`src/rtl/core/yags_ram.sv`:
```
// ----------------------------------------------------------------------------
// yags_ram
// Generic single-write, single-read synchronous RAM with registered read data.
// ----------------------------------------------------------------------------
`default_nettype none

module yags_ram #(
    parameter int WIDTH = 2,
    parameter int DEPTH = 1024
) (
    input  wire logic                     i_clk,
    input  wire logic                     i_we,
    input  wire logic [$clog2(DEPTH)-1:0] i_waddr,
    input  wire logic [WIDTH-1:0]         i_wdata,
    input  wire logic                     i_re,
    input  wire logic [$clog2(DEPTH)-1:0] i_raddr,
    output logic      [WIDTH-1:0]         o_rdata
);

    logic [WIDTH-1:0] r_mem [DEPTH];
    logic [WIDTH-1:0] r_rdata;

    always_ff @(posedge i_clk) begin
        if (i_we) begin
            r_mem[i_waddr] <= i_wdata;
        end
        if (i_re) begin
            r_rdata <= r_mem[i_raddr];
        end
    end

    assign o_rdata = r_rdata;

endmodule

`default_nettype wire
```
`config.mk`:
```
export PLATFORM = sky130hd
export DESIGN_NAME = yags_ram
export DESIGN_NICKNAME = d
export VERILOG_FILES = /design/src/rtl/core/yags_ram.sv
export SDC_FILE = /design/constraint.sdc
export NUM_CORES = 2
export LEC_CHECK = 0
export ABC_CLOCK_PERIOD_IN_PS = 3100
export BUFFER_PORTS_ARGS = -buffer_cell sky130_fd_sc_hd__buf_2
export CAP_MARGIN = 30
export CORE_ASPECT_RATIO = 1.2
export CORE_UTILIZATION = 45
export DETAILED_ROUTE_END_ITERATION = 7
export GPL_TIMING_DRIVEN = 0
export HOLD_SLACK_MARGIN = 0.02
export SLEW_MARGIN = 20
export SYNTH_ARGS = -nofsm -noshare
export SYNTH_HDL_FRONTEND = slang
export SYNTH_SLANG_ARGS = --single-unit
```
`constraint.sdc`:
```
create_clock -name i_clk -period 3.1 [get_ports i_clk]
set_input_delay 0.62 -clock i_clk [delete_from_list [all_inputs] [get_ports i_clk]]
set_output_delay 0.62 -clock i_clk [all_outputs]
set_load 0.01 [all_outputs]
```
Word level (Yosys, flattened, before mapping)
Memories as Yosys holds them, arrays and structs flattened. A register that Yosys moved wholly into a read port is not among the register bits.
Index checks and enable logic that the tools add are counted.
{ "totals": {"regBits": 0, "out_inout_bits": 2, "n_memories": 1, "ram_bits": 2048} }
{ "mem_list": {"columns": ["name", "depth", "word_bits", "rd", "rd_ports_with_merged_regs", "write_ports", "line", "rtl"], "rows": [
  ["r_mem", 1024, 2, 1, 1, 1, "20", "logic [WIDTH-1:0] r_mem [DEPTH];"]
]} }
{ "op_classes": {"muxes": 2} }
{ "op_table": {"columns": ["cell", "n"], "rows": [
  ["$mux W1", 2]
]} }

Longest topological paths before layout
{ "depth": {"depth_word": 2, "depth_mapped": 15} }

Least setup slack after synthesis
Ideal clock, no wire load.
{ "synth_path": {"kind": "in2reg", "start": "input i_raddr[0]", "end": "register r_rdata[1] (netlist: o_rdata[1]), read port of r_mem, data pin", "cell_stages": 12, "t_arrival_ns": 2.842, "setup_time_ns": 0.277, "required_time_ns": 2.823, "path_buffers": 5, "slack_ns": -0.019, "cell_sequence": "buf_6 > buf_12 > buf_8 > buf_6 > buf_6 > mux4_2 > a221oi_1 > o21ai_0 > nor3_1 > o31ai_1 > o31ai_1 > nand4_1"} }
{ "synth_lines": {"columns": ["element", "line", "rtl"], "rows": [
  ["from (decl)", "16", "input wire logic [$clog2(DEPTH)-1:0] i_raddr,"],
  ["to (decl)", "21", "logic [WIDTH-1:0] r_rdata;"]
]} }

==> flow_summary.toml <==
[grt]
grt_pass1_wl_um = 434000
grt_usage = 0.350
grtUsageMet2 = 0.529
grt-ovfl-total = 0
grt_pass1_vias = 50036
grt_start_max_net_pins = 143
antenna_found_initial = 27
met1_usage = 0.436
grt_busiest_layer = "met2"
grt_use_met3 = 0.0949

[layout]
postLayoutCellArea_um2 = 98100
nets = 5237
final_cell_mix = "edfxtp_1, nor2_1, mux4_2"
drive_above_1_share = 0.240
final_common_cell = "edfxtp_1"
syn_to_final_growth_pct = 17.0
finish.utilization = 0.530

[placement]
io_buffers = 24
place_congestion = 1.00
post_dp_cell_area_um2 = 89200
post-dp-hpwl_um = 220000

[timing]
fmax_ghz = 0.283
layout_setup_ws_ps = -428
period_share = 1.14
slew_viol_final = 0
min_period_ps = 3530
hold_violations = 0
tightest_slew_ps = 1190
setup_tns_ps = -802
setup_viol = 2
finClkSkew_ps = 18.4
relSlewSlack = 0.209
rsz0062_at_grt = "yes"

[setup_path]
required_ps = 3620
crit_end = "o_rdata[1]"
critPathBufInv = 5
cpPeakStageDelay_ps = 390
crit_cells = 13
critPathSlowestCell = "mux4_2"
end_kind = "flip-flop"
timing.critical_path.from = "i_raddr[1]"
cpLargestDelayFamily = "buffers and inverters"
r2r_cells = 8
setup.worst_path.class = "in2reg"
r2r_start = "r_mem[959][1]"
crit_fanout = 10
setup.worst_path.start_class = "primary input"
cp_common_cell = "nand4_1"
path_cells = "buf_4, buf_12, buf_6, buf_8, mux4_2, a22o_1, o21ai_4, nand4_1, nand4_1, buf_6, o31ai_4, o31ai_1, nand4_1"
cp.arrival_ps = 4050
r2r_end = "o_rdata[1]"
r2r_setup_slack_ps = -330

[min_path]
hp-class = "in2reg"

[power]
p_leak_nw = 30.5
peakVddDrop_mv = 0.554
cellPowerDensity_nw_per_um2 = 599

[floorplanning]
ios = 27
row_count = 173
die_w_um = 396
dieArea_um2 = 188000
fp.dieH_um = 475
core-area_um2 = 185000
initial_core_util = 0.453

[clock_network]
path_clk_slew_ps = 60
cts_tree = "built"
cts_buffer_depth = 3
numCtsBuffers = 195
clock-root-buffer = "clkbuf_16"
htree_levels = 4
cts_sinks = 2050
clk_latency_ps = 880

[synth]
synthXorXnorAreaFrac = 0
yosysSeqAreaShare = 0.735
ys.flop_type = "edfxtp_1"
synth_simple_gate_area_share = 0.0640
synth_adder_area_share = 0
synth_top_family_by_area = "multiplexers"
synth_compound_area_frac = 0.0298
postSynth.asyncResetShare = 0
synth_cell_type_count = 65
syn_area_per_cell_um2 = 17.5
synth_mux_area_frac = 0.147
netlist_instances = 4793
syn_nets = 4818
synth-edff-count = 2050
synth-seq-cells = 2050
netlist_area_um2 = 83800
ys_warn_count = 0

[flow_run]
drv_cap = 0

[route]
wl_per_cell_um = 42.1
first_pass_iters = 6
drtIter0Drc = 10245
drc_errors = 0
ant_nets = 0
wl_um = 329000
via_count = 51917
viasPerCell = 6.63

[outcome]
violations = "negative setup slack"
status = "finished, violations left"
## per-layer routing
metal | vias up | wire (µm)
met5 | - | 95
met3 | 951 | 42900
met1 | 26968 | 110000
met4 | 10 | 27500
li1 | 19766 | -
met2 | 4222 | 149000
## worst min-delay path by stage
stage	slack [ps]	start	end	depth (start not counted)
2_1_floorplan	720	i_wdata[0]	r_mem[0][0]	0
3_3_place_gp	840	i_re	o_rdata[1]	1
3_5_place_dp	850	i_re	o_rdata[0]	1
4_1_cts	250	i_wdata[1]	r_mem[632][1]	1
5_1_grt	270	i_wdata[1]	r_mem[617][1]	1
6_report	250	i_wdata[1]	r_mem[617][1]	1
## power breakdown
| group | leakage [nW] | switching [mW] | internal, mW | total, mW |
|---|---|---|---|---|
| Sequential | 18.4 | 0.00499 | 30.5 | 30.5 |
| Combinational | 9.07 | 2.93 | 1.44 | 4.37 |
| Clock | 3.01 | 10.7 | 13.2 | 23.9 |
## synth_stat cells, types with 45 or more instances
master / instances / area [µm²]
a21oi_1: 70 / 350
mux4_2: 449 / 10100
nor3_1: 45 / 225
a22oi_1: 45 / 338
clkbuf_1: 239 / 897
mux2i_1: 205 / 2050
o221ai_1: 82 / 718
buf_1: 54 / 203
nand2_1: 96 / 360
nor2_1: 1054 / 3960
o22ai_1: 45 / 282
edfxtp_1: 2050 / 61600
## cell families after synthesis
family                 count (synthesis)
flip-flops                          2050
AND/OR/NAND/NOR                     1324
multiplexers                         664
buffers and inverters                402
AO/OA/AOI/OAI                        353
## stage by stage
step                total power [mW]  hold slack [ps]  instances  setup WS, ps
global route                    59.6              269       7816          -263
detailed placement              34.9              847       7374         -3190
floorplan                       32.7              719       4793         -6.15
global placement                35.1              840       7267        -12030
CTS                             58.4              248       7773          -206
finish                          58.8              247       7832          -428
## sequential cells by signal (all words and copies together) (netlist names)
name	flops
o_rdata	2
r_mem	2048
## area by class of cell
type | count | area, µm²
multi-input combinational | 2341 | 20600
tap | 2450 | 3070
buffer | 396 | 3510
antenna | 18 | 45.0
timing repair buffer | 222 | 3040
sequential | 2050 | 61600
fill | 14722 | 87000
clock inverter | 105 | 970
clock buffer | 244 | 5190
inverter | 6 | 30.0
## what timing repair did
item	CTS	global route
endpoints found under the hold margin	2	0
resized for setup	370	52
pin swaps	17	17
setup buffers	48	40
cloned	1	0
setup endpoints to repair	2	2
hold buffers	1	0
## worst reg2reg max path, cell delays in order (launching register included)
cell      delay (ps)
edfxtp_1         370
mux4_2           490
a221oi_2         320
o21ai_2          140
or4b_4           670
nand4b_1         310
a31oi_4          120
o31ai_1          360
nand4_1          290
(Power assumes the default switching activity.)
